## src/design/lcar_pkg.sv

```systemverilog
// Shared types, constants and helpers for the load cell converter reader.
package lcar_pkg;

	// Serial word length of the converter and width of the result fields
	localparam int DATA_BITS = 24;
	localparam int OUT_W     = 24;
	localparam int GAP_W     = 16;
	localparam int WIDE_W    = (DATA_BITS > OUT_W) ? DATA_BITS : OUT_W;

	// Bit counter holds 0..DATA_BITS, divide counter holds 0..DATA_BITS-1
	localparam int CNT_W     = $clog2(DATA_BITS + 1);
	localparam int DCNT_W    = $clog2(DATA_BITS);

	localparam logic [DATA_BITS-1:0] RAW_FLIP  = DATA_BITS'(1) << (DATA_BITS - 1);
	localparam logic [OUT_W-1:0]     OUT_MAX   = {OUT_W{1'b1}};
	localparam logic [GAP_W-1:0]     GAP_RESET = GAP_W'(475);
	localparam logic [CNT_W-1:0]     BIT_LAST  = CNT_W'(DATA_BITS);
	localparam logic [DCNT_W-1:0]    DIV_FIRST = DCNT_W'(DATA_BITS - 1);

	// Queue between front and back
	localparam int QDEPTH = 2;
	localparam int QPTR_W = $clog2(QDEPTH);
	localparam int QCNT_W = QPTR_W + 1;

	// Request codes on the mode field
	localparam logic [1:0] MODE_TARE  = 2'd1;
	localparam logic [1:0] MODE_WEIGH = 2'd2;

	typedef enum logic [1:0] {
		JOB_NONE  = 2'd0,
		JOB_TARE  = 2'd1,
		JOB_WEIGH = 2'd2
	} job_t;

	typedef enum logic [2:0] {
		PH_IDLE       = 3'd0,
		PH_WAIT       = 3'd1,
		PH_HIGH       = 3'd2,
		PH_LOW        = 3'd3,
		PH_EXTRA_HIGH = 3'd4,
		PH_EXTRA_LOW  = 3'd5
	} phase_t;

	typedef enum logic [1:0] {
		BK_IDLE = 2'd0,
		BK_DIV  = 2'd1,
		BK_DONE = 2'd2
	} back_t;

	// One classified tick, front to back
	typedef struct packed {
		logic                 sck;
		logic                 busy;
		logic                 fin;
		job_t                 job;
		logic [DATA_BITS-1:0] raw;
	} rec_t;

	// Low OUT_W bits of a reading, zero-extended when the reading is narrower
	function automatic logic [OUT_W-1:0] to_out(input logic [DATA_BITS-1:0] v);
		logic [WIDE_W-1:0] w;
		w = WIDE_W'(v);
		return w[OUT_W-1:0];
	endfunction

	// Quotient clipped to the output range
	function automatic logic [OUT_W-1:0] sat_out(input logic [DATA_BITS-1:0] v);
		logic [WIDE_W-1:0] w;
		w = WIDE_W'(v);
		if (w > WIDE_W'(OUT_MAX))
			return OUT_MAX;
		return w[OUT_W-1:0];
	endfunction

endpackage

```

## src/design/lcar_queue.sv

```systemverilog
// Short FIFO of classified ticks between front and back.
module lcar_queue import lcar_pkg::*; (
	input  logic clk,
	input  logic arst_n,
	input  logic push,
	input  rec_t push_data,
	output logic full,
	input  logic pop,
	output rec_t pop_data,
	output logic empty
);

	rec_t              ent_q [QDEPTH];
	logic [QPTR_W-1:0] wr_ptr_q;
	logic [QPTR_W-1:0] rd_ptr_q;
	logic [QCNT_W-1:0] count_q;

	assign full     = (count_q == QCNT_W'(QDEPTH));
	assign empty    = (count_q == '0);
	assign pop_data = ent_q[rd_ptr_q];

	// Pointers and fill count
	always_ff @(posedge clk or negedge arst_n) begin
		if (!arst_n) begin
			wr_ptr_q <= '0;
			rd_ptr_q <= '0;
			count_q  <= '0;
		end else begin
			if (push)
				wr_ptr_q <= wr_ptr_q + QPTR_W'(1);
			if (pop)
				rd_ptr_q <= rd_ptr_q + QPTR_W'(1);
			case ({push, pop})
				2'b10:   count_q <= count_q + QCNT_W'(1);
				2'b01:   count_q <= count_q - QCNT_W'(1);
				default: count_q <= count_q;
			endcase
		end
	end

	// Entry storage
	always_ff @(posedge clk) begin
		if (push)
			ent_q[wr_ptr_q] <= push_data;
	end

	a_no_overflow: assert property (@(posedge clk) disable iff (!arst_n)
		push |-> (!full || pop))
		else $error("push into full queue");

	a_no_underflow: assert property (@(posedge clk) disable iff (!arst_n)
		pop |-> !empty)
		else $error("pop from empty queue");

endmodule

```

## config.mk

```make
export PLATFORM = sky130hd
export DESIGN_NAME = lcar_queue
export DESIGN_NICKNAME = d
export VERILOG_FILES = /design/src/design/lcar_pkg.sv /design/src/design/lcar_queue.sv
export SDC_FILE = /design/constraint.sdc
export NUM_CORES = 1
export LEC_CHECK = 0
export CAP_MARGIN = 30
export CORE_MARGIN = 1
export CORE_UTILIZATION = 28
export CTS_CLUSTER_DIAMETER = 80
export DETAILED_ROUTE_END_ITERATION = 6
export DONT_BUFFER_PORTS = 1
export PLACE_DENSITY = 0.45
export SLEW_MARGIN = 25
export SYNTH_ARGS = -nofsm -noshare
export SYNTH_HDL_FRONTEND = slang
export SYNTH_SLANG_ARGS = --single-unit
```

## constraint.sdc

```tcl
create_clock -name clk -period 2.7 [get_ports clk]
set_clock_uncertainty 0.1 [all_clocks]
set_input_delay 0 -clock clk [delete_from_list [all_inputs] [get_ports clk]]
set_output_delay 0 -clock clk [all_outputs]
set_load 0.02 [all_outputs]
```

---- Word-level counts from Yosys, hierarchy flattened ----
Memory sizes are Yosys's and may differ from the RTL's.
Index checks and enable logic that the tools add are counted.
word-level totals
  bits in registers ....................... 4
  bits in writable memories ............... 58
  bits of input ports ..................... 33
  output and inout port bits .............. 31
  word-level logic and storage cells ...... 16
  memories kept ........................... 1
memory list
  memory  words  bits a word  rd ports  clocked after Yosys merged registers in  write ports  RTL line          text
  ent_q   2      29           1         0                                        1            lcar_queue.sv:13  rec_t ent_q [QDEPTH];
cells by class
  add/sub/neg operators ................... 4
  equality and inequality tests ........... 3
  multiplexer cells ....................... 3
  reduce and logical (&&, ||, !) cells .... 2
operators by type and width
  operator               count
  $eq A2 B2 Y1 const B   2
  $pmux W2 S2            1
  $add A1 B1 Y1 const B  2
  $add A2 B1 Y2 const B  1
  $eq A2 B1 Y1 const B   1
  $logic_not A2 Y1       1
  $mux W1                2
  $reduce_bool A2 Y1     1
  $sub A2 B1 Y2 const B  1

---- Depth between registers and ports, before layout ----
Gate-level depths: netlist of the first run.
  word-level depth ........................ 2
  gate-level depth with buffers ........... 5
  depth with buffers taken out ............ 5

---- Worst setup path after synthesis of the first run ----
No wires, ideal clock.
  path kind ............................... register -> register
  from .................................... register wr_ptr_q
  to ...................................... memory ent_q[0][0] (netlist name) (enable)
  setup time .............................. 415 ps
  data arrival time ....................... 1635 ps
  data required time ...................... 2185 ps
  path slack .............................. 549 ps
  stages on the path, launching flop included .. 2
  buffers on the path ..................... 0
  cell sequence ........................... dfrtp_1 nor2_1
RTL lines
  what                    RTL line          text
  start, declared         lcar_queue.sv:14  logic [QPTR_W-1:0] wr_ptr_q;
  start signal, assigned  lcar_queue.sv:30  wr_ptr_q <= wr_ptr_q + QPTR_W'(1);
  end, declared           lcar_queue.sv:13
No word-level cell before the write port.

==> run summary, run 1 <==
The cell sitting at the root of the clock tree is a clkbuf_8. The via count normalized by instance count came out at 4.25. The core area came out at 0.00781 mm². TritonCTS built the clock tree. The fraction of the cycle the final worst path needs came out at 72.1%. The first global-routing pass estimated 6090 µm of wire. The area growth from synthesis to layout came out at 26.4%. In this run the power density over the cells is 979 mW/mm². The minimum setup slack in the final design came out at 0.754 ns. Across all layers, the routed design uses 1089 vias. The maximum number of pins on one net before global-route repair is 30. The number of antenna violations at the first check in global routing was 0. The final number of setup-violating endpoints came out at 0.

Across the whole layout, storage elements account for 0.00184 mm². The flow ran to the end, and the final reports show no timing, DRC or antenna violations. The weighted congestion at the end of routability-driven global placement is 0.635. After global routing the overflow that remains totals 0. The number of violations of the max-capacitance limit came out at 0. The remaining max-slew budget at the tightest pin is 61.0%. The iteration count of the initial detailed-routing pass came out at 2. The post-placement setup slack came out at 1.04 ns. The library cells used most frequently in the layout, excluding fill and tap cells, are edfxtp_1, dlygate4sd3_1, mux2_2.

The post-synthesis average cell area came out at 21.6 µm². The number of nets in the synthesized netlist is 140. The chip height came out at 92.4 µm. The maximum fanout along the worst path is 17. The clock transition time at the flip-flop clock pins of the worst setup and hold paths came out at 0.07 ns. Synthesis handed over a netlist of 106 instances. The required time of the critical path came out at 2.60 ns. The via count of the first global-routing pass is 1243. The count of unique library cells instantiated by Yosys came out at 11.

The overall track demand over capacity in global routing came out at 9.93%. Leaving out fill and tap cells, the most frequent cell in the layout is edfxtp_1. The fraction of the yosys area taken by sequential cells came out at 80.5%.

Based on the critical path, the design can be clocked at up to 514 MHz. At the worst endpoint, the arrival time is 1.85 ns. The die covers 0.00854 mm². The post-cts repair resize count came out at 0. The initialized floorplan defines 32 standard-cell rows.

The later pin in the worst-skew pair is clocked with a latency of 0.32 ns. The number of buffers on the longest clock path is 2. The I/O pin count is 64. The total wire length after detailed routing came out at 3840 µm. The overall die width is 92.4 µm. The number of setup buffers added after CTS is 0. The number of remaining DRC errors came out at 0.

The initial utilization of the core area, before any placement, comes to 29.3%. The register bit total from synthesis is 62. STA classifies the critical path endpoint as a primary output.

The min-delay analysis places its worst path in the category primary input to flip-flop. The detailed router finished its first iteration with 32 violations. The cell leakage power is 0.983 nW. The net count reported at finish came out at 184. The number of clock buffers added by TritonCTS is 9. The type of the worst setup path is flip-flop to primary output. The synthesis warning total came out at 0. The average routed wire per standard cell came out at 15.0 µm. The mapped netlist covers 0.00229 mm². The detailed placement HPWL came out at 2410 µm. Setup repair after global routing left no endpoint under its margin.

The H-tree generated during clock tree synthesis spans 3 levels. The post-route setup TNS is 0 ns. IR analysis of the VDD net gives a maximum drop of 0.373 mV.

The number of fillers in the final layout is 750. The max-slew violation count is 0. Of the cells placed in the final design, the portion with a size suffix greater than 1 is 31.2%. The number of antenna diodes in the final layout is 0.

For the pin with the worst max-slew slack, the measured transition is 0.585 ns. The number of nets with antenna violations after routing is 0. Counting I/O delays and the setup requirement, the final critical path takes 1.95 ns. The clock net in this run drives a total of 62 sinks.

For this design, the CTS-stage hold fixing added 33 buffers. The multi-input combinational cell area came out at 412 µm². During placement, the flow inserted port buffers numbering 0. The final number of hold-violating endpoints is 0. The worst setup path is launched from a flip-flop.
-- worst max-delay path, stage by stage (launching register included) --
cell and delay [ns]:
dfrtp_1 0.71, buf_4 0.37, mux2_2 0.44
-- sequential cells by signal (all words and copies together), names as in the netlist --
register,cells
wr_ptr_q,1
rd_ptr_q,1
count_q,2
ent_q,58
-- power by group --
part / total, mW / internal [mW] / switching, mW
clock: 0.638 / 0.321 / 0.317
combinational: 0.813 / 0.296 / 0.518
sequential: 1.38 / 1.28 / 0.0980
total: 2.83 / 1.90 / 0.933
-- cells in the mapped netlist --
master    number  area [µm²]
edfxtp_1      58        1740
mux2_2        29         327
dfrtp_1        4         100
buf_6          3        33.8
nor2_1         3        11.3
xor2_1         3        26.3
xnor2_1        2        17.5
and2_1         1        6.26
and2b_2        1        8.76
ha_1           1        12.5
inv_1          1        3.75
-- area by class of cell --
class,count,area share [%]
clock inverters,5,0.952
multi-input cells,40,14.2
well taps,102,4.41
repair buffers,36,12.2
flip-flops and latches,62,63.7
clock buffers,10,4.41
inverters,1,0.130
-- through the flow --
stage / area [µm²] / total power [mW] / hold WS (ns) / std cells / util [%]
detailed placement: 2410 / 2.19 / -0.396 / 208 / 30.8
floorplan: 2290 / 2.08 / -0.396 / 106 / -
global route: 2890 / 2.98 / 0.187 / 256 / 37.1
global placement: 2410 / 2.16 / -0.395 / 208 / 30.8
CTS: 2890 / 2.89 / 0.168 / 256 / 37.1
finish: 2890 / 2.83 / 0.186 / 256 / 37.1
-- logic make-up after synthesis --
group / synth area share (%)
adders and majority gates: 0.547
muxes: 14.3
xor gates and xnor gates: 1.91
and+or+nand+nor: 1.15
buffers and inverters: 1.64
DFF: 80.5
-- per-layer routing --
layer / vias to the layer above / GRT usage, % / routed length, µm
li1: 494 / - / -
met1: 539 / 9.47 / 1390
met2: 48 / 17.6 / 2030
met3: 8 / 5.25 / 359
met4: 0 / 4.30 / 56
met5: - / 0 / 0
-- path summary, 6_finish.rpt --
| check | startpoint | to | slack [ns] | cells past startpoint |
|---|---|---|---|---|
| worst min register to register | count_q[1] | count_q[1] | 0.40 | 1 |
| worst max-delay path | rd_ptr_q | pop_data[10] | 0.75 | 2 |
| worst max register to register | rd_ptr_q | rd_ptr_q | 1.28 | 2 |
| min in group asynchronous | arst_n | count_q[0] | 0.37 | 2 |
| max in group asynchronous | arst_n | count_q[1] | 1.95 | 2 |
| worst min-delay path | push | ent_q[1][24] | 0.19 | 2 |
No activity file was read; power rests on OpenSTA's default activity.
==> run 2, diff against run 1 <==
--- a/config.mk
+++ b/config.mk
@@ -5,13 +5,14 @@
 export SDC_FILE = /design/constraint.sdc
 export NUM_CORES = 1
 export LEC_CHECK = 0
+export ABC_AREA = 1
 export CAP_MARGIN = 30
 export CORE_MARGIN = 1
 export CORE_UTILIZATION = 28
 export CTS_CLUSTER_DIAMETER = 80
 export DETAILED_ROUTE_END_ITERATION = 6
 export DONT_BUFFER_PORTS = 1
-export PLACE_DENSITY = 0.45
+export PLACE_DENSITY = 0.47
 export SLEW_MARGIN = 25
 export SYNTH_ARGS = -nofsm -noshare
 export SYNTH_HDL_FRONTEND = slang
==> constraint.sdc (replaced) <==
create_clock -name clk -period 1.62 [get_ports clk]
set_clock_uncertainty 0.1 [all_clocks]
set_input_delay 0 -clock clk [delete_from_list [all_inputs] [get_ports clk]]
set_output_delay 0 -clock clk [all_outputs]
set_load 0.02 [all_outputs]
==> run 2 against run 1 <==
Effect of this change: utilization grew 1.7 points; clock power grew 93%; register-to-register slack lost 0.91 ns; critical path type unchanged; combinational power grew 130%; critical endpoint is now pop_data[4]; synthesized cell count grew 65%; sequential cell count is the same.
==> run summary, run 2 <==
The I/O pin count is 64. The congestion estimate from routability-driven global placement came to 0.652. In this run the clock root is driven by a clkbuf_8. The most used flip-flop cell after synthesis is edfxtp_1. The flow ran to the end, and the final reports show no timing, DRC or antenna violations. The final cell area excluding filler cells came out at 0.00317 mm². The required time of the critical path came out at 1.52 ns.

In the final layout, the registers with the most flip-flops are ent_q: 58 flops, count_q: 2 flops. The net count reported at finish is 273. The commonest cells after synthesis are edfxtp_1, inv_1, nand2_1, o21ai_0, o21ai_1.

Derived from the worst setup path, the maximum achievable clock frequency is 688 MHz. The final number of hold-violating endpoints is 0. The worst-margin pin slew is 0.443 ns. More flip-flops sit in one register than any other, and that register is ent_q. In this run, post-CTS repair resized a total of 0 instances.

The async set or reset register ratio after synthesis came out at 6.45%. The register bit total from synthesis is 62. The number of nets with antenna violations after routing came out at 0.

For this design the static power due to leakage is 1.27 nW. Buffers added to address setup during post-CTS repair amount to 0. For this run, design rule violations remaining after detail routing come to 0. Leaving out fill and tap cells, the most frequent cells in the layout are edfxtp_1, inv_1, nand2_1.

The final number of setup-violating endpoints is 0. The multi-input combinational cell area came out at 342 µm². Summed over all layers, the global routing overflow is 0.

The kind of capture point of the worst setup path is a primary output. Yosys attributes the largest share of cell area to edfxtp_1, inv_1, nand2_1, dfrtp_1, o21ai_0. The die footprint came out at 0.00875 mm². The average routed wire per standard cell came out at 11.3 µm. The flip-flop count of the largest register after layout came out at 58.

The cell area after synthesis is 0.00235 mm². Entering global routing, the biggest net connects 33 pins. The worst ir drop on vdd came out at 0.835 mV.

The class of the worst hold path is primary input to flip-flop. Setup repair after global routing left no endpoint under its margin. In the post-synthesis netlist, the cell with the most instances is edfxtp_1. The DRC marker count from the first detailed-route iteration is 32. The TritonCTS buffer count came out at 9.

The post-route setup TNS is 0 ns. In this run the deepest clock path goes through 2 buffers. Dividing the final minimum period by the clock period gives 89.8%. In this run the biggest area consumer among cell types represents 74.2% of the synthesized area. STA classifies the critical path startpoint as a flip-flop.

The total power per unit cell area came out at 1680 mW/mm². The via count normalized by instance count came out at 3.98. The count of buffers added on input and output ports is 0. In this run the tightest slew margin relative to its limit is 70.3%. The placed instance area came out at 0.00266 mm². The fraction of the yosys area taken by sequential cells came out at 78.5%. The TritonCTS clock tree is done. The number of diodes came out at 0.

The synthesis warning total is 0. Fill cells in the final layout number 815. The wire length of the first global-routing pass is 6130 µm. The overall track demand over capacity in global routing came out at 9.94%. The tree built by TritonCTS fans out to 62 sinks. Clock-pin slew was measured on the worst setup and hold paths at 0.06 ns. Of the cells placed in the final design, the portion with a size suffix greater than 1 is 16.5%.

After detailed routing, the total wire length is 3920 µm. The die is 93.5 µm wide. The iteration count of the initial detailed-routing pass came out at 4. After legalization and detailed placement, the total HPWL measured 2550 µm. The number of antenna violations at the first check in global routing was 0. The routed design could run at a clock period as short as 1.45 ns. The die is 93.5 µm tall. The synthesized instance count came out at 175. The number of H-tree levels came out at 3. In the final layout, flip-flops and latches occupy 0.00184 mm².

The clock insertion delay at the later pin of the skew report is 0.32 ns. The core area is 0.00818 mm². The max-slew violation count was 0. The number of nets in the synthesized netlist is 209. The critical path in this run is classified as flip-flop to primary output. The library cell used most frequently in the layout, excluding fill and tap cells, is edfxtp_1. The number of violations of the max-capacitance limit is 0.

Of all cell types, the one taking the most synthesized area is edfxtp_1. The minimum setup slack in the final design is 0.166 ns. The via count of the first global-routing pass is 1322. The count of unique library cells instantiated by Yosys is 15. The post-placement setup slack is 0.354 ns.

The effective utilization at floorplan is 28.7%. Counting flops with a built-in enable in the synthesized netlist gives 58. Along the worst path, the maximum fanout reaches 32. The final route contains 1386 vias. Relative to the synthesized area, the layout overhead comes to 34.9%.

The data arrival time of the critical path is 1.35 ns. The placement row count came out at 33. The post-synthesis average cell area is 13.4 µm².
## run 2: changes by cell type in the layout (fill, tap and decap cells not counted), sizes merged, moves of 3 or more
cell    delta
o21ai     +29
clkinv     -3
nand2     +34
mux2      -29
buf       +23
inv       +34
## run 2: kinds of logic (layout without fill, tap and decap cells)
kind of cell    Yosys count  after routing  synth area share, %
xor+xnor                  3              3                 1.12
fa+ha+maj                 1              1                0.533
buf+inv                  41            109                 7.25
simple gates             39             39                 6.40
flops                    62             62                 78.5
compound gates           29             29                 6.19
## run 2: report_power, final
part	switching, mW	internal (mW)
clock network	0.530	0.697
logic	1.21	0.639
registers	0.102	2.14
## run 2: cell type report
| type | instances | share of cell area [%] |
|---|---|---|
| sequential | 62 | 58.2 |
| multi-input combinational | 72 | 10.8 |
| clock buffer | 11 | 4.15 |
| timing repair buffer | 59 | 17.0 |
| inverter | 35 | 4.15 |
| clock inverter | 4 | 1.54 |
| tap | 105 | 4.15 |
## run 2: path summary, 6_finish.rpt
| kind | start | end | slack [ns] | cells after the start |
|---|---|---|---|---|
| hold reg to reg | count_q[1] | count_q[1] | 0.40 | 2 |
| setup / recovery | rd_ptr_q | pop_data[4] | 0.17 | 2 |
| max in group asynchronous | arst_n | rd_ptr_q | 0.84 | 2 |
| hold / removal | push | ent_q[1][23] | 0.04 | 3 |
| setup reg to reg | wr_ptr_q | ent_q[0][4] | 0.37 | 2 |
| min in group asynchronous | arst_n | count_q[1] | 0.38 | 2 |
## run 2: worst max-delay path: stages (launching register included)
cell and delay (ns):
dfrtp_2 0.39, buf_4 0.22, o21ai_1 0.41
## run 2: routing by layer
metal	share of wire [%]	global-route usage, %	vias to the layer above
met5	0	0	-
met4	1.1	3.85	0
met3	6.7	5.77	4
met2	50	16.4	41
met1	42	10.4	630
li1	-	-	711
## run 2: per-stage QoR
| step | power [mW] | utilization, % | hold WS, ns | std cells |
|---|---|---|---|---|
| finish | 5.31 | 38.7 | 0.0353 | 348 |
| global route | 5.68 | 38.7 | 0.0353 | 348 |
| CTS | 5.44 | 38.7 | 0.0140 | 348 |
| detailed placement | 4.09 | 32.5 | -0.395 | 300 |
| global placement | 4.08 | 32.5 | -0.395 | 300 |
| floorplan | 3.47 | - | -0.396 | 175 |
## run 2: repair_timing
action / 4_1_cts / 5_1_grt
hold buffers: 33 / 0
endpoints found under the hold margin: 66 / 0
setup endpoints to repair: 0 / 0
==> run 3, diff against run 2 <==
--- a/config.mk
+++ b/config.mk
@@ -6,13 +6,13 @@
 export NUM_CORES = 1
 export LEC_CHECK = 0
 export ABC_AREA = 1
-export CAP_MARGIN = 30
+export CAP_MARGIN = 20
 export CORE_MARGIN = 1
 export CORE_UTILIZATION = 28
 export CTS_CLUSTER_DIAMETER = 80
 export DETAILED_ROUTE_END_ITERATION = 6
 export DONT_BUFFER_PORTS = 1
-export PLACE_DENSITY = 0.47
+export PLACE_DENSITY = 0.45
 export SLEW_MARGIN = 25
 export SYNTH_ARGS = -nofsm -noshare
 export SYNTH_HDL_FRONTEND = slang
==> constraint.sdc (replaced) <==
create_clock -name clk -period 1.6 [get_ports clk]
set_clock_uncertainty 0.1 [all_clocks]
set_input_delay 0 -clock clk [delete_from_list [all_inputs] [get_ports clk]]
set_output_delay 0 -clock clk [all_outputs]
set_load 0.02 [all_outputs]
==> run 3 against run 2 <==
Effect of this change: total power increased by 1.5%; largest cell class unchanged; largest power group unchanged; combinational power is 8% higher; hold slack worse by 0.0052 ns; sequential share of layout area down 0.38 points; global-route usage increased by 0.13 points.
==> run summary, run 3 (synthesis gave the netlist of run 2 again) <==
The run finished with clean final reports. The register with the most flip-flops in the layout has 58 of them. Setup violations remaining at the end of the flow were counted as 0. The data arrival time of the critical path came out at 1.41 ns. For this design the static power due to leakage is 1.29 nW. The final critical path takes up 94.2% of the cycle. The maximum number of pins on one net before global-route repair is 26. The design draws 5.39 mW. Leaving out fill and tap cells, the most frequent cells in the layout are edfxtp_1, inv_1, nand2_1. The DRC marker count from the first detailed-route iteration is 72. The total overflow left after global routing is 0.

Across the run, the number of max-cap violations was 0. The chip height came out at 93.5 µm. The post-route setup TNS is 0 ns.

From synthesis to final layout, the design area changed by 36.0%. In this run the remaining antenna-violating nets after routing total 0. The congestion estimate from routability-driven global placement came to 0.644.

The via count of the first global-routing pass was 1273. The number of antenna violations at the first check in global routing is 0. TritonCTS built the clock tree. The number of H-tree levels is 3. In this run the worst hold path is classified as primary input to flip-flop. The detailed placement HPWL came out at 2660 µm. By startpoint and endpoint, the worst setup path is classified as flip-flop to primary output. Power spread over the standard cell area amounts to 1690 mW/mm².

The final number of hold-violating endpoints came out at 0. Along the worst path, the maximum fanout reaches 14. In this run the tool buffered the top-level ports with 0 buffer cells.

The clock transition time at the flip-flop clock pins of the worst setup and hold paths came out at 0.07 ns. The number of fillers in the final layout came out at 816. Counting flops per register, the top entry is ent_q.

The number of cells after detailed placement came out at 300. The count of cells in the finished layout, fillers not included, comes to 350. The net count reported at finish is 274. The average routed wire per standard cell came out at 11.8 µm. The die covers 0.00875 mm². The routed via count came out at 1401. The number of remaining DRC errors came out at 0. The effective utilization at floorplan came out at 28.7%. The most common cell after layout, fill and taps aside is edfxtp_1.

The worst-margin pin slew is 0.461 ns. The via count normalized by instance count is 4.00. Clock tree synthesis inserted a total of 9 buffers. Setup repair after global routing left no endpoint under its margin. The worst ir drop on vdd is 0.784 mV. Hold is met by 0.0301 ns. The required time of the critical path is 1.50 ns.

The highest clock frequency the design can meet came out at 663 MHz. The max-slew violation count is 0. The iteration count of the initial detailed-routing pass came out at 4. The tree built by TritonCTS fans out to 62 sinks.

The overall track demand over capacity in global routing came out at 10.1%. The I/O pin count is 64. The tree is rooted in a clkbuf_8. The worst pin sits at a relative slew slack of 69.0%. The fraction of final layout cells with drive strength greater than 1 is 17.1%.

The wire length of the first global-routing pass came out at 6260 µm. The initialized floorplan defines 33 standard-cell rows. The routed design has 4140 µm of wire. The number of antenna diodes in the final layout is 0. The overall die width is 93.5 µm. The clock insertion delay at the later pin of the skew report is 0.33 ns. STA classifies the critical path startpoint as a flip-flop.

STA classifies the critical path endpoint as a primary output. The clock period could shrink to 1.51 ns. The number of buffers on the longest clock path is 2.

The largest registers in the layout are ent_q: 58 flops, count_q: 2 flops. The core area is 0.00818 mm².
run 3: cell count changes in the layout (fill, tap and decap cells not counted), sizes merged:
cell | before | now
clkinv | 1 | 4
buf | 26 | 27
bufinv | 1 | 0
clkinvlp | 2 | 1
run 3: power by group:
group / internal, mW / switching (mW)
clock: 0.548 / 0.563
combinational: 0.749 / 1.23
sequential: 2.17 / 0.128
total: 3.47 / 1.92
run 3: path summary, 6_finish.rpt:
check / cells past startpoint / endpoint / startpoint / slack [ns]
setup / recovery: 3 / pop_data[21] / rd_ptr_q / 0.09
hold / removal: 3 / ent_q[1][11] / push / 0.03
setup reg to reg: 3 / ent_q[1][22] / wr_ptr_q / 0.39
hold reg to reg: 2 / count_q[1] / count_q[1] / 0.41
max in group asynchronous: 2 / rd_ptr_q / arst_n / 0.83
min in group asynchronous: 2 / count_q[1] / arst_n / 0.37
run 3: repair_timing:
item	in CTS	in global routing
hold buffers	33	0
setup buffers	0	1
endpoints found under the setup margin	0	19
endpoints found under the hold margin	66	0
gates resized for setup	0	1
run 3: cell type report:
class / instances / area (µm²) / area share, %
well taps: 105 / 131 / 4.12
inverters: 35 / 131 / 4.12
multi-input cells: 72 / 342 / 10.7
repair buffers: 60 / 583 / 18.3
clock inverters: 5 / 26.3 / 0.824
clock buffers: 11 / 131 / 4.12
flip-flops and latches: 62 / 1850 / 57.8
run 3: stage by stage:
| step | instance area, µm² | utilization [%] | setup WS (ns) |
|---|---|---|---|
| 6_report | 3190 | 39.0 | 0.0923 |
| 5_1_grt | 3190 | 39.0 | 0.0158 |
| 4_1_cts | 3180 | 38.9 | 0.0110 |
| 3_5_place_dp | 2690 | 32.9 | 0.375 |
| 3_3_place_gp | 2690 | 32.9 | 0.397 |
| 2_1_floorplan | 2350 | - | 0.0772 |
run 3: layer usage:
metal | GRT usage, % | share of wire [%]
met1 | 11.2 | 42
met2 | 15.9 | 48
met3 | 5.69 | 8.4
met4 | 3.85 | 0.92
met5 | 0 | 0
run 3: worst max-delay path: stages, from the launching register on:
cell and delay [ns]:
dfrtp_4 0.51, buf_4 0.19, o21ai_0 0.20, buf_4 0.18
